$ cat config.mk
export PLATFORM = sky130hd
export DESIGN_NAME = rgb_led_dimmer_with_bit_encoder
export DESIGN_NICKNAME = d
export VERILOG_FILES = /design/src/design/rgbd_pkg.sv /design/src/design/rgbd_ctrl.sv /design/src/design/rgbd_datapath.sv /design/src/design/rgb_led_dimmer_with_bit_encoder.sv
export VERILOG_INCLUDE_DIRS = /design/src /design/src/design
export SDC_FILE = /design/constraint.sdc
export NUM_CORES = 1
export LEC_CHECK = 0
export BUFFER_PORTS_ARGS = -buffer_cell sky130_fd_sc_hd__buf_2
export CAP_MARGIN = 20
export CELL_PAD_IN_SITES_DETAIL_PLACEMENT = 1
export CELL_PAD_IN_SITES_GLOBAL_PLACEMENT = 2
export CORE_ASPECT_RATIO = 1.2
export CORE_MARGIN = 5
export CORE_UTILIZATION = 41
export CTS_BUF_LIST = sky130_fd_sc_hd__clkbuf_8
export CTS_CLUSTER_SIZE = 24
export DETAILED_ROUTE_END_ITERATION = 6
export PLACE_DENSITY = 0.74
export SLEW_MARGIN = 40
export SYNTH_ARGS = -nofsm -noshare
export SYNTH_HDL_FRONTEND = slang
export SYNTH_SLANG_ARGS = --single-unit
$ cat constraint.sdc
create_clock -name clk -period 6.5 [get_ports clk]
set_input_delay 0.325 -clock clk [delete_from_list [all_inputs] [get_ports clk]]
set_output_delay 0.325 -clock clk [all_outputs]
set_load 0.05 [all_outputs]
$ cat src/design/assert_macros.svh
// Assertion helpers for the RTL, included by rgbd_ctrl.
`ifndef ASSERT_MACROS_SVH
`define ASSERT_MACROS_SVH

// Expression must hold on every clock edge out of reset.
`define ASSERT_ALWAYS(lbl, expr, msg) \
  lbl: assert property (@(posedge clk) disable iff (!rst_n) (expr)) else $error(msg);

// Consequent must hold on the edge after the antecedent.
`define ASSERT_NEXT(lbl, ante, cons, msg) \
  lbl: assert property (@(posedge clk) disable iff (!rst_n) (ante) |=> (cons)) \
    else $error(msg);

`endif

$ cat src/design/rgbd_pkg.sv
package rgbd_pkg;

  localparam int LED_IDX_W   = 3;
  localparam int LED_REACH   = 1 << LED_IDX_W;
  localparam int NUM_LEDS_DEF = 8;
  localparam int COLOR_W     = 8;
  localparam int DUTY_W      = 16;
  localparam int SLOT_W      = 5;
  localparam int FRAME_BITS  = 24;
  localparam int CFG_IDX_W   = 4;

  localparam logic [DUTY_W-1:0] DUTY_ONE_RST  = 16'd58;
  localparam logic [DUTY_W-1:0] DUTY_ZERO_RST = 16'd29;

  localparam logic [1:0] OP_LOAD     = 2'd0;
  localparam logic [1:0] OP_DIM      = 2'd1;
  localparam logic [1:0] OP_BRIGHTEN = 2'd2;

  localparam logic [CFG_IDX_W-1:0] REG_DUTY_ONE  = 4'd0;
  localparam logic [CFG_IDX_W-1:0] REG_DUTY_ZERO = 4'd1;

  localparam logic [COLOR_W-1:0] COLOR_MAX = 8'd255;
  localparam logic [SLOT_W-1:0]  SLOT_LAST = 5'(FRAME_BITS - 1);

  typedef struct packed {
    logic [1:0]           operation;
    logic [LED_IDX_W-1:0] led_index;
    logic [COLOR_W-1:0]   red_in;
    logic [COLOR_W-1:0]   green_in;
    logic [COLOR_W-1:0]   blue_in;
  } in_item_t;

  typedef struct packed {
    logic [DUTY_W-1:0]    duty_code;
    logic [SLOT_W-1:0]    bit_slot;
    logic [LED_IDX_W-1:0] frame_led;
    logic                 last_code;
  } out_item_t;

  typedef struct packed {
    logic accept;
    logic div_start;
    logic div_step;
    logic apply;
    logic next_k;
    logic write;
    logic emit_adv;
  } ctrl_cmd_t;

  typedef struct packed {
    logic need;
    logic k_last;
    logic div_last;
    logic slot_last;
  } ctrl_sts_t;

  // Smallest nonzero of three levels, zero when all are zero.
  function automatic logic [COLOR_W-1:0] min_nonzero(
    input logic [COLOR_W-1:0] a,
    input logic [COLOR_W-1:0] b,
    input logic [COLOR_W-1:0] c
  );
    logic [COLOR_W-1:0] m;
    m = a;
    if (b != '0 && (m == '0 || b < m)) m = b;
    if (c != '0 && (m == '0 || c < m)) m = c;
    return m;
  endfunction

endpackage

$ cat src/design/rgbd_ctrl.sv
module rgbd_ctrl (
  input  logic                clk,
  input  logic                rst_n,
  input  logic                in_valid,
  output logic                in_ready,
  output logic                out_valid,
  input  logic                out_ready,
  input  rgbd_pkg::ctrl_sts_t sts,
  output rgbd_pkg::ctrl_cmd_t cmd
);
  import rgbd_pkg::*;
  `include "assert_macros.svh"

  typedef enum logic [5:0] {
    ST_IDLE  = 6'b000001,
    ST_CHECK = 6'b000010,
    ST_DIV   = 6'b000100,
    ST_APPLY = 6'b001000,
    ST_WRITE = 6'b010000,
    ST_EMIT  = 6'b100000
  } state_t;

  state_t state_r, state_nxt;

  assign in_ready  = (state_r == ST_IDLE);
  assign out_valid = (state_r == ST_EMIT);

  always_comb begin
    state_nxt = state_r;
    cmd       = '0;
    unique case (state_r)
      ST_IDLE: begin
        if (in_valid) begin
          cmd.accept = 1'b1;
          state_nxt  = ST_CHECK;
        end
      end
      ST_CHECK: begin
        if (sts.need) begin
          cmd.div_start = 1'b1;
          state_nxt     = ST_DIV;
        end else if (sts.k_last) begin
          state_nxt = ST_WRITE;
        end else begin
          cmd.next_k = 1'b1;
        end
      end
      ST_DIV: begin
        cmd.div_step = 1'b1;
        if (sts.div_last) state_nxt = ST_APPLY;
      end
      ST_APPLY: begin
        cmd.apply = 1'b1;
        if (sts.k_last) begin
          state_nxt = ST_WRITE;
        end else begin
          cmd.next_k = 1'b1;
          state_nxt  = ST_CHECK;
        end
      end
      ST_WRITE: begin
        cmd.write = 1'b1;
        state_nxt = ST_EMIT;
      end
      ST_EMIT: begin
        if (out_ready) begin
          cmd.emit_adv = 1'b1;
          if (sts.slot_last) state_nxt = ST_IDLE;
        end
      end
      default: state_nxt = ST_IDLE;
    endcase
  end

  always_ff @(posedge clk) begin
    if (!rst_n) begin
      state_r <= ST_IDLE;
    end else begin
      state_r <= state_nxt;
    end
  end

  `ASSERT_ALWAYS(a_no_overlap, !(in_ready && out_valid), "accept and emit overlap")
  `ASSERT_NEXT(a_last_to_idle, out_valid && out_ready && sts.slot_last, in_ready, "frame end without idle")
  `ASSERT_NEXT(a_accept_check, in_valid && in_ready, state_r == ST_CHECK, "accept not followed by check")

endmodule

$ cat src/design/rgbd_datapath.sv
module rgbd_datapath #(
  parameter int NUM_LEDS = rgbd_pkg::NUM_LEDS_DEF
) (
  input  logic                                clk,
  input  logic                                rst_n,
  input  rgbd_pkg::in_item_t                  in_data,
  output rgbd_pkg::out_item_t                 out_data,
  input  logic                                cfg_valid,
  input  logic [rgbd_pkg::CFG_IDX_W-1:0]      cfg_index,
  input  logic [rgbd_pkg::DUTY_W-1:0]         cfg_data,
  input  rgbd_pkg::ctrl_cmd_t                 cmd,
  output rgbd_pkg::ctrl_sts_t                 sts
);
  import rgbd_pkg::*;

  // Only the LEDs that the index field can reach get storage.
  localparam int LED_SLOTS = (NUM_LEDS < LED_REACH) ? NUM_LEDS : LED_REACH;
  localparam int ADDR_W    = (LED_SLOTS > 1) ? $clog2(LED_SLOTS) : 1;

  logic [COLOR_W-1:0] base_mem_r [LED_SLOTS][3];
  logic [COLOR_W-1:0] cur_mem_r  [LED_SLOTS][3];

  logic [DUTY_W-1:0]    duty_one_r, duty_zero_r;
  logic [1:0]           op_r;
  logic [LED_IDX_W-1:0] led_r;
  logic [COLOR_W-1:0]   cur_r  [3];
  logic [COLOR_W-1:0]   base_r [3];
  logic [1:0]           k_r;
  logic [COLOR_W-1:0]   dvd_r, dvs_r, quot_r, rem_r;
  logic [2:0]           cnt_r;
  logic [FRAME_BITS-1:0] frame_r;
  logic [SLOT_W-1:0]    slot_r;

  logic               in_range_acc, in_range;
  logic [ADDR_W-1:0]  rd_addr, wr_addr;
  logic [COLOR_W-1:0] m_cur, m_base;
  logic [COLOR_W:0]   rem_w;
  logic               rem_ge;
  logic [COLOR_W:0]   sum_w;
  logic               active;

  assign in_range_acc = (32'(in_data.led_index) < NUM_LEDS);
  assign in_range     = (32'(led_r) < NUM_LEDS);
  assign rd_addr      = in_data.led_index[ADDR_W-1:0];
  assign wr_addr      = led_r[ADDR_W-1:0];

  assign m_cur  = min_nonzero(cur_r[0], cur_r[1], cur_r[2]);
  assign m_base = min_nonzero(base_r[0], base_r[1], base_r[2]);
  assign active = in_range && (op_r == OP_DIM || op_r == OP_BRIGHTEN);

  always_comb begin
    sts.need = 1'b0;
    if (active) begin
      if (op_r == OP_DIM) begin
        sts.need = (cur_r[k_r] != '0);
      end else begin
        sts.need = (m_base != '0) && (cur_r[k_r] != COLOR_MAX) && (cur_r[k_r] <= base_r[k_r]);
      end
    end
    sts.k_last    = (k_r == 2'd2);
    sts.div_last  = (cnt_r == 3'd7);
    sts.slot_last = (slot_r == SLOT_LAST);
  end

  // One restoring step: shift in the next dividend bit, subtract if it fits.
  assign rem_w  = {rem_r, dvd_r[COLOR_W-1]};
  assign rem_ge = (rem_w >= {1'b0, dvs_r});
  assign sum_w  = {1'b0, cur_r[k_r]} + {1'b0, quot_r};

  always_ff @(posedge clk) begin
    if (!rst_n) begin
      duty_one_r  <= DUTY_ONE_RST;
      duty_zero_r <= DUTY_ZERO_RST;
    end else if (cfg_valid) begin
      if (cfg_index == REG_DUTY_ONE)  duty_one_r  <= cfg_data;
      if (cfg_index == REG_DUTY_ZERO) duty_zero_r <= cfg_data;
    end
  end

  always_ff @(posedge clk) begin
    if (!rst_n) begin
      for (int i = 0; i < LED_SLOTS; i++) begin
        for (int j = 0; j < 3; j++) begin
          base_mem_r[i][j] <= '0;
          cur_mem_r[i][j]  <= '0;
        end
      end
    end else if (cmd.write && in_range) begin
      for (int j = 0; j < 3; j++) begin
        base_mem_r[wr_addr][j] <= base_r[j];
        cur_mem_r[wr_addr][j]  <= cur_r[j];
      end
    end
  end

  always_ff @(posedge clk) begin
    if (cmd.accept) begin
      op_r  <= in_data.operation;
      led_r <= in_data.led_index;
      k_r   <= 2'd0;
      if (in_range_acc && in_data.operation == OP_LOAD) begin
        cur_r[0]  <= in_data.red_in;
        cur_r[1]  <= in_data.green_in;
        cur_r[2]  <= in_data.blue_in;
        base_r[0] <= in_data.red_in;
        base_r[1] <= in_data.green_in;
        base_r[2] <= in_data.blue_in;
      end else if (in_range_acc) begin
        for (int j = 0; j < 3; j++) begin
          cur_r[j]  <= cur_mem_r[rd_addr][j];
          base_r[j] <= base_mem_r[rd_addr][j];
        end
      end else begin
        for (int j = 0; j < 3; j++) begin
          cur_r[j]  <= '0;
          base_r[j] <= '0;
        end
      end
    end
    if (cmd.next_k) k_r <= k_r + 2'd1;
    if (cmd.div_start) begin
      dvd_r <= (op_r == OP_DIM) ? cur_r[k_r] : base_r[k_r];
      dvs_r <= (op_r == OP_DIM) ? m_cur : m_base;
      rem_r <= '0;
      cnt_r <= '0;
    end
    if (cmd.div_step) begin
      rem_r  <= rem_ge ? 8'(rem_w - {1'b0, dvs_r}) : rem_w[COLOR_W-1:0];
      quot_r <= {quot_r[COLOR_W-2:0], rem_ge};
      dvd_r  <= {dvd_r[COLOR_W-2:0], 1'b0};
      cnt_r  <= cnt_r + 3'd1;
    end
    if (cmd.apply) begin
      if (op_r == OP_DIM) begin
        cur_r[k_r] <= cur_r[k_r] - quot_r;
      end else begin
        cur_r[k_r] <= sum_w[COLOR_W] ? COLOR_MAX : sum_w[COLOR_W-1:0];
      end
    end
    if (cmd.write) begin
      frame_r <= in_range ? {cur_r[1], cur_r[0], cur_r[2]} : '0;
      slot_r  <= '0;
    end
    if (cmd.emit_adv) begin
      frame_r <= {frame_r[FRAME_BITS-2:0], 1'b0};
      slot_r  <= slot_r + 5'd1;
    end
  end

  assign out_data.duty_code = frame_r[FRAME_BITS-1] ? duty_one_r : duty_zero_r;
  assign out_data.bit_slot  = slot_r;
  assign out_data.frame_led = led_r;
  assign out_data.last_code = (slot_r == SLOT_LAST);

endmodule

$ cat src/design/rgb_led_dimmer_with_bit_encoder.sv
// Channel | Direction | Handshake              | Payload
// in      | input     | in_valid / in_ready    | in_data   (operation, LED, R, G, B)
// out     | output    | out_valid / out_ready  | out_data  (duty code, slot, LED, last)
// cfg     | input     | cfg_valid / cfg_ready  | cfg_index, cfg_data (duty_one, duty_zero)
//
// One item at a time. A load or out-of-range item goes from accept through the component
// checks, write back and emit; dim and brighten also run the shared divider once per
// component needing an update (check, divide, apply; a component left alone only checks).
// The 24 codes leave one per cycle while out_ready is high; a stall holds the code.
// Synchronous reset clears every entry of the color store and restores the duty codes.
// cfg_ready is always high; write registers only while the block is idle.
module rgb_led_dimmer_with_bit_encoder #(
  parameter int NUM_LEDS = rgbd_pkg::NUM_LEDS_DEF
) (
  input  logic                           clk,
  input  logic                           rst_n,
  input  logic                           in_valid,
  output logic                           in_ready,
  input  rgbd_pkg::in_item_t             in_data,
  output logic                           out_valid,
  input  logic                           out_ready,
  output rgbd_pkg::out_item_t            out_data,
  input  logic                           cfg_valid,
  output logic                           cfg_ready,
  input  logic [rgbd_pkg::CFG_IDX_W-1:0] cfg_index,
  input  logic [rgbd_pkg::DUTY_W-1:0]    cfg_data
);
  import rgbd_pkg::*;

  ctrl_cmd_t cmd;
  ctrl_sts_t sts;

  // Register writes never stall.
  assign cfg_ready = 1'b1;

  // Sequence the item: accept, per-component divide and update, write back, emit.
  rgbd_ctrl u_ctrl (
    .clk       (clk),
    .rst_n     (rst_n),
    .in_valid  (in_valid),
    .in_ready  (in_ready),
    .out_valid (out_valid),
    .out_ready (out_ready),
    .sts       (sts),
    .cmd       (cmd)
  );

  // Hold the color store, the working triple, the divider and the frame shifter.
  rgbd_datapath #(
    .NUM_LEDS (NUM_LEDS)
  ) u_datapath (
    .clk       (clk),
    .rst_n     (rst_n),
    .in_data   (in_data),
    .out_data  (out_data),
    .cfg_valid (cfg_valid),
    .cfg_index (cfg_index),
    .cfg_data  (cfg_data),
    .cmd       (cmd),
    .sts       (sts)
  );

endmodule
---- After elaboration in Yosys (flattened, before gate mapping) ----
Memory sizes are Yosys's and may differ from the RTL's. A register that Yosys moved wholly into a read port is not among the register bits.
Cells that the tools add are included.
operators by class
  magnitude comparators ................... 6
  bitwise gates (word level) .............. 7
  reductions and logical operators ........ 32
  eq/ne operators ......................... 18
  muxes and demuxes ....................... 77
  add/sub/neg operators ................... 6
operator list
  operator              number
  $mux W8               20
  $mux W24              4
  $reduce_bool A8 Y1    6
  $reduce_or A24 Y1     2
  $mux W6               6
  $pmux W6 S6           1
  $logic_not A8 Y1      4
  $lt A8 B8 Y1          4
  $mux W1               32
  $mux W16              1
  $sub A8 B8 Y8         2
  $mux W5               3
  $mux W3               4
  $mux W2               5
  $add A8 B8 Y9         1
  $ge A9 B8 Y1          1
  $le A8 B8 Y1          1
  $ne A8 B8 Y1 const B  1
  $reduce_or A8 Y1      1
  $or A1 B1 Y1          7
  $eq A6 B1 Y1 const B  1
  $eq A6 B2 Y1 const B  1
  $eq A6 B3 Y1 const B  1
  $eq A6 B4 Y1 const B  1
  21 further kinds      36
storage, ports and cells
  word-level logic and storage cells ...... 165
  input port bits ......................... 54
  memory bits (writable) .................. 432
  memories ................................ 4
  register bits after elaboration ......... 109
  output and inout bits ................... 28
memory list
  memory                 depth  bits a word  rd ports  clocked after memory_dff  wr ports  line                 source
  u_datapath.base_mem_r  8      24           1         0                         8         rgbd_datapath.sv:20  logic [COLOR_W-1:0] base_mem_r [LED_SLOTS][3];
  u_datapath.cur_mem_r   8      24           1         0                         8         rgbd_datapath.sv:21  logic [COLOR_W-1:0] cur_mem_r [LED_SLOTS][3];
  u_datapath.base_r      3      8            4         1                         3         rgbd_datapath.sv:27  logic [COLOR_W-1:0] base_r [3];
  u_datapath.cur_r       3      8            4         1                         3         rgbd_datapath.sv:26  logic [COLOR_W-1:0] cur_r [3];

---- Logic depth before layout (Yosys ltp) ----
An unclocked memory read counts as a cell.
  depth in word-level cells ............... 18
  mapped depth ............................ 18
  depth with buffers taken out ............ 17

---- By module ----
From an unflattened synthesis, not the netlist that was laid out.
unflattened totals
  cells, all modules ...................... 2123
  area total of the unflattened synthesis .. 27281.2 µm²
by module, submodules not included
  module                           area an instance (µm²)  sequential area each (µm²)  instances  cells an instance
  rgbd_datapath                    26880.8                 16005.4                     1          2077
  rgbd_ctrl                        389.1                   120.1                       1          44
  rgb_led_dimmer_with_bit_encoder  11.3                    0.0                         1          2

---- Worst setup path after synthesis ----
Ideal clock, no wire load.
  path type ............................... register to register
  from .................................... register u_ctrl.state_r[1]
  to ...................................... memory u_datapath.base_mem_r[5][0] in the netlist's numbering, enable pin
  path slack .............................. 763 ps
  data required time ...................... 5980 ps
  period minus slack after synthesis ...... 5737 ps
  library setup time ...................... 520 ps
  stages on the path, launching flop included .. 7
  arrival ................................. 5217 ps
  buffers on the path ..................... 2
  path through ............................ dfxtp_1 or4b_1 nor3_2 nand3_1 clkbuf_1 clkbuf_1 o21ai_0
RTL lines
  item                    line                 source
  start, declared         rgbd_ctrl.sv:23      state_t state_r, state_nxt;
  start signal, assigned  rgbd_ctrl.sv:79      state_r <= state_nxt;
  end, declared           rgbd_datapath.sv:20

==> results.yml <==
routing:
  wl_um: 83600
  drt_iter0_drc: 1395
  drt_pass1_iterations: 5
  routedWlPerCell_um: 27.4
  drcViolationCount: 0
  vias_per_cell: 5.93
  vias: 18100
  ant_nets: 0
synth:
  yosys-top-cells-count: "509 x edfxtp_1, 184 x nor3_1, 167 x and2_1"
  syn_area_per_cell_um2: 13.0
  synth_top_area_share_pct: 56.7
  synth_seq_area_share_pct: 59.9
  yosysMostFrequentCell: "edfxtp_1"
  synthFlopType: "edfxtp_1"
  synth_top_area_cell: "edfxtp_1"
  synth-seq-cells: 551
  syn_area_mm2: 0.0269
  synth_nets: 2191
  synth_cell_types: 74
  synthTopCellsByArea: "edfxtp_1 57%, mux4_2 8.4%, and2_1 3.9%"
  yosysWarnings: 0
  synthesis.instances: 2067
  synth-async-reset-ratio_pct: 0
  synth_edf_count: 509
layout:
  final_layout_size_suffix_gt1_share_pct: 18.5
  syn2layout_area_growth_pct: 12.2
  post-route-util_pct: 46.2
  fillers: 6696
  fin_nets: 2267
clock_tree:
  post_cts_resized: 0
  h-tree-depth: 3
  cts_hold_buf: 20
  clock_latency_ps: 710
  cts_setup_buffers: 0
  cts_tree: "yes"
  clk_path_buf_depth: 3
  cts_sinks: 551
  numCtsBuffers: 94
  clk_pin_slew_worst_paths_ps: 70
  cts_root_buf: "clkbuf_8"
floorplan:
  die_y_um: 291
  die_w_um: 244
  fp.coreArea_mm2: 0.0655
  die_area_mm2: 0.0710
  io_pins: 82
  row_count: 103
  start_util_pct: 41.2
power:
  power_leakage_uw: 0.0109
  power.share.sequential_pct: 49.0
  p_comb_share_pct: 16.2
  power_frac_clock_pct: 34.8
  internal_power_uw: 6020
  peakVddDrop_mv: 0.161
  pwr_density_cell_mw_per_mm2: 281
  swShare_pct: 29.2
  p_sw_uw: 2480
timing:
  relSlewSlack_pct: 42.4
  worst_slack_ps: 1700
  setup_violations: 0
  timing.fmax_mhz: 208
  finClkSkew_ps: 52.2
  tightestPinTransition_ps: 864
  rsz0062_at_grt: "no"
  hold_ws_ps: 41.9
  hold_viol: 0
  drv_slew: 0
  tns_ps: 0
  period_share_pct: 73.9
  layout_min_cycle_time_ps: 4800
critical_path:
  worstPathRequired_ps: 7060
  critical_path.max_fanout: 9
  worstPathArrival_ps: 5360
  cp-end-kind: "register"
  cp-start-kind: "register"
  worstSetupPathType: "register to register"
grt:
  grt_pass1_wl_um: 124000
  grt_max_degree: 68
  first_global_vias: 19400
  grt_overflow_total: 0
  antenna_found_initial: 1
  grtUsageTotal_pct: 23.3
job:
  maxCapViolCount: 0
placed_design:
  io_buffers: 80
  gp_congestion: 0.893
  dp_hpwl_um: 53700
  dpl_worst_slack_ps: 1770
outcome:
  status: "complete, no violations"
worst_hold_path:
  hp-class: "input port to register"
==> power by group through the flow <==
stage	Sequential (uW)	Combinational [uW]	Clock [uW]
4_1_cts	4160	1380	3020
3_5_place_dp	4240	1360	0
2_1_floorplan	4170	907	0
6_report	4160	1380	2960
3_3_place_gp	4220	1330	0
5_1_grt	4180	1490	3190
==> per-stage QoR <==
stage	power, uW	std cells	cell area, um2
after floorplan	5070	2067	26900
after global placement	5550	2862	28200
after detailed placement	5600	2867	28300
after CTS	8560	3049	30200
after global routing	8860	3050	30200
final	8500	3050	30200
==> per-layer routing <==
| metal | GRT usage, % | share of wire [%] | routed length (um) |
|---|---|---|---|
| met3 | 4.07 | 5.8 | 4870 |
| met2 | 39.6 | 50 | 41800 |
| met5 | 0 | 0 | 0 |
| met1 | 29.8 | 41 | 33900 |
| met4 | 8.95 | 3.6 | 3020 |
==> cell type report <==
type                            instances  area, um2  share of cell area [%]
Sequential cell                       551      16100                    53.3
Multi-Input combinational cell       1275      10000                    33.2
Clock buffer                           99       1360                    4.51
Timing Repair Buffer                  150       1050                    3.49
Tap cell                              840       1050                    3.48
Clock inverter                         63        339                    1.12
Inverter                               71        267                   0.882
Antenna cell                            1       2.50                 0.00828
==> worst max-delay path, stage by stage, from the launching register on <==
cell      delay [ps]
edfxtp_1         430
clkinv_1         280
ha_1             400
a211oi_1         240
nand3_1          120
a21oi_1          290
o21ai_2          190
mux2i_1          290
ha_1             310
a21oi_1          140
o21ai_0          130
a211oi_1         300
o211a_1          230
a311oi_2          60
a21oi_1          660
mux2_2           410
mux2i_1          150
==> flip-flops by register name, indices dropped and copies added, names as in the netlist, 16 cells and up, named ones only <==
name                    cells
u_datapath.duty_one_r      16
u_datapath.frame_r         24
u_datapath.base_r          24
u_datapath.base_mem_r     192
u_datapath.cur_mem_r      192
u_datapath.duty_zero_r     16
u_datapath.cur_r           32
==> worst paths after layout <==
| path | from | to | slack [ps] | depth (start not counted) |
|---|---|---|---|---|
| worst max-delay path | u_datapath.cur_r[0][5] | u_datapath.dvs_r[7] | 1700 | 16 |
| worst min-delay path | in_data[8] | u_datapath.base_r[1][0] | 40 | 3 |
| worst max register to register | u_datapath.cur_r[0][5] | u_datapath.dvs_r[7] | 1700 | 16 |
| worst min register to register | u_datapath.duty_one_r[6] | u_datapath.duty_one_r[6] | 470 | 2 |
==> kinds of logic after synthesis <==
logic type / after synthesis / synth area share, %
simple gates: 707 / 13.6
compound gates: 282 / 6.74
fa+ha+maj: 70 / 3.33
buf+inv: 241 / 3.50
mux: 207 / 12.7
flops: 551 / 59.9
other cells: 1 / 0.0139
xor+xnor: 8 / 0.260
==> cells in the final DEF, fill, tap and decap left out, types with 9 or more instances in the layout <==
cell,count
mux4_2,101
nor3_1,182
a21boi_0,26
nand3_1,18
and2_1,166
o21ai_0,55
nor2_1,75
a21oi_1,103
dfxtp_1,42
mux2_2,21
a22o_1,25
buf_4,42
inv_1,70
clkinv_1,46
buf_2,78
nand2_1,130
nor4_1,63
dlygate4sd3_1,20
nand2b_1,9
mux2i_1,76
edfxtp_1,509
clkbuf_8,99
ha_1,67
No activity file was read; power rests on OpenSTA's default activity.
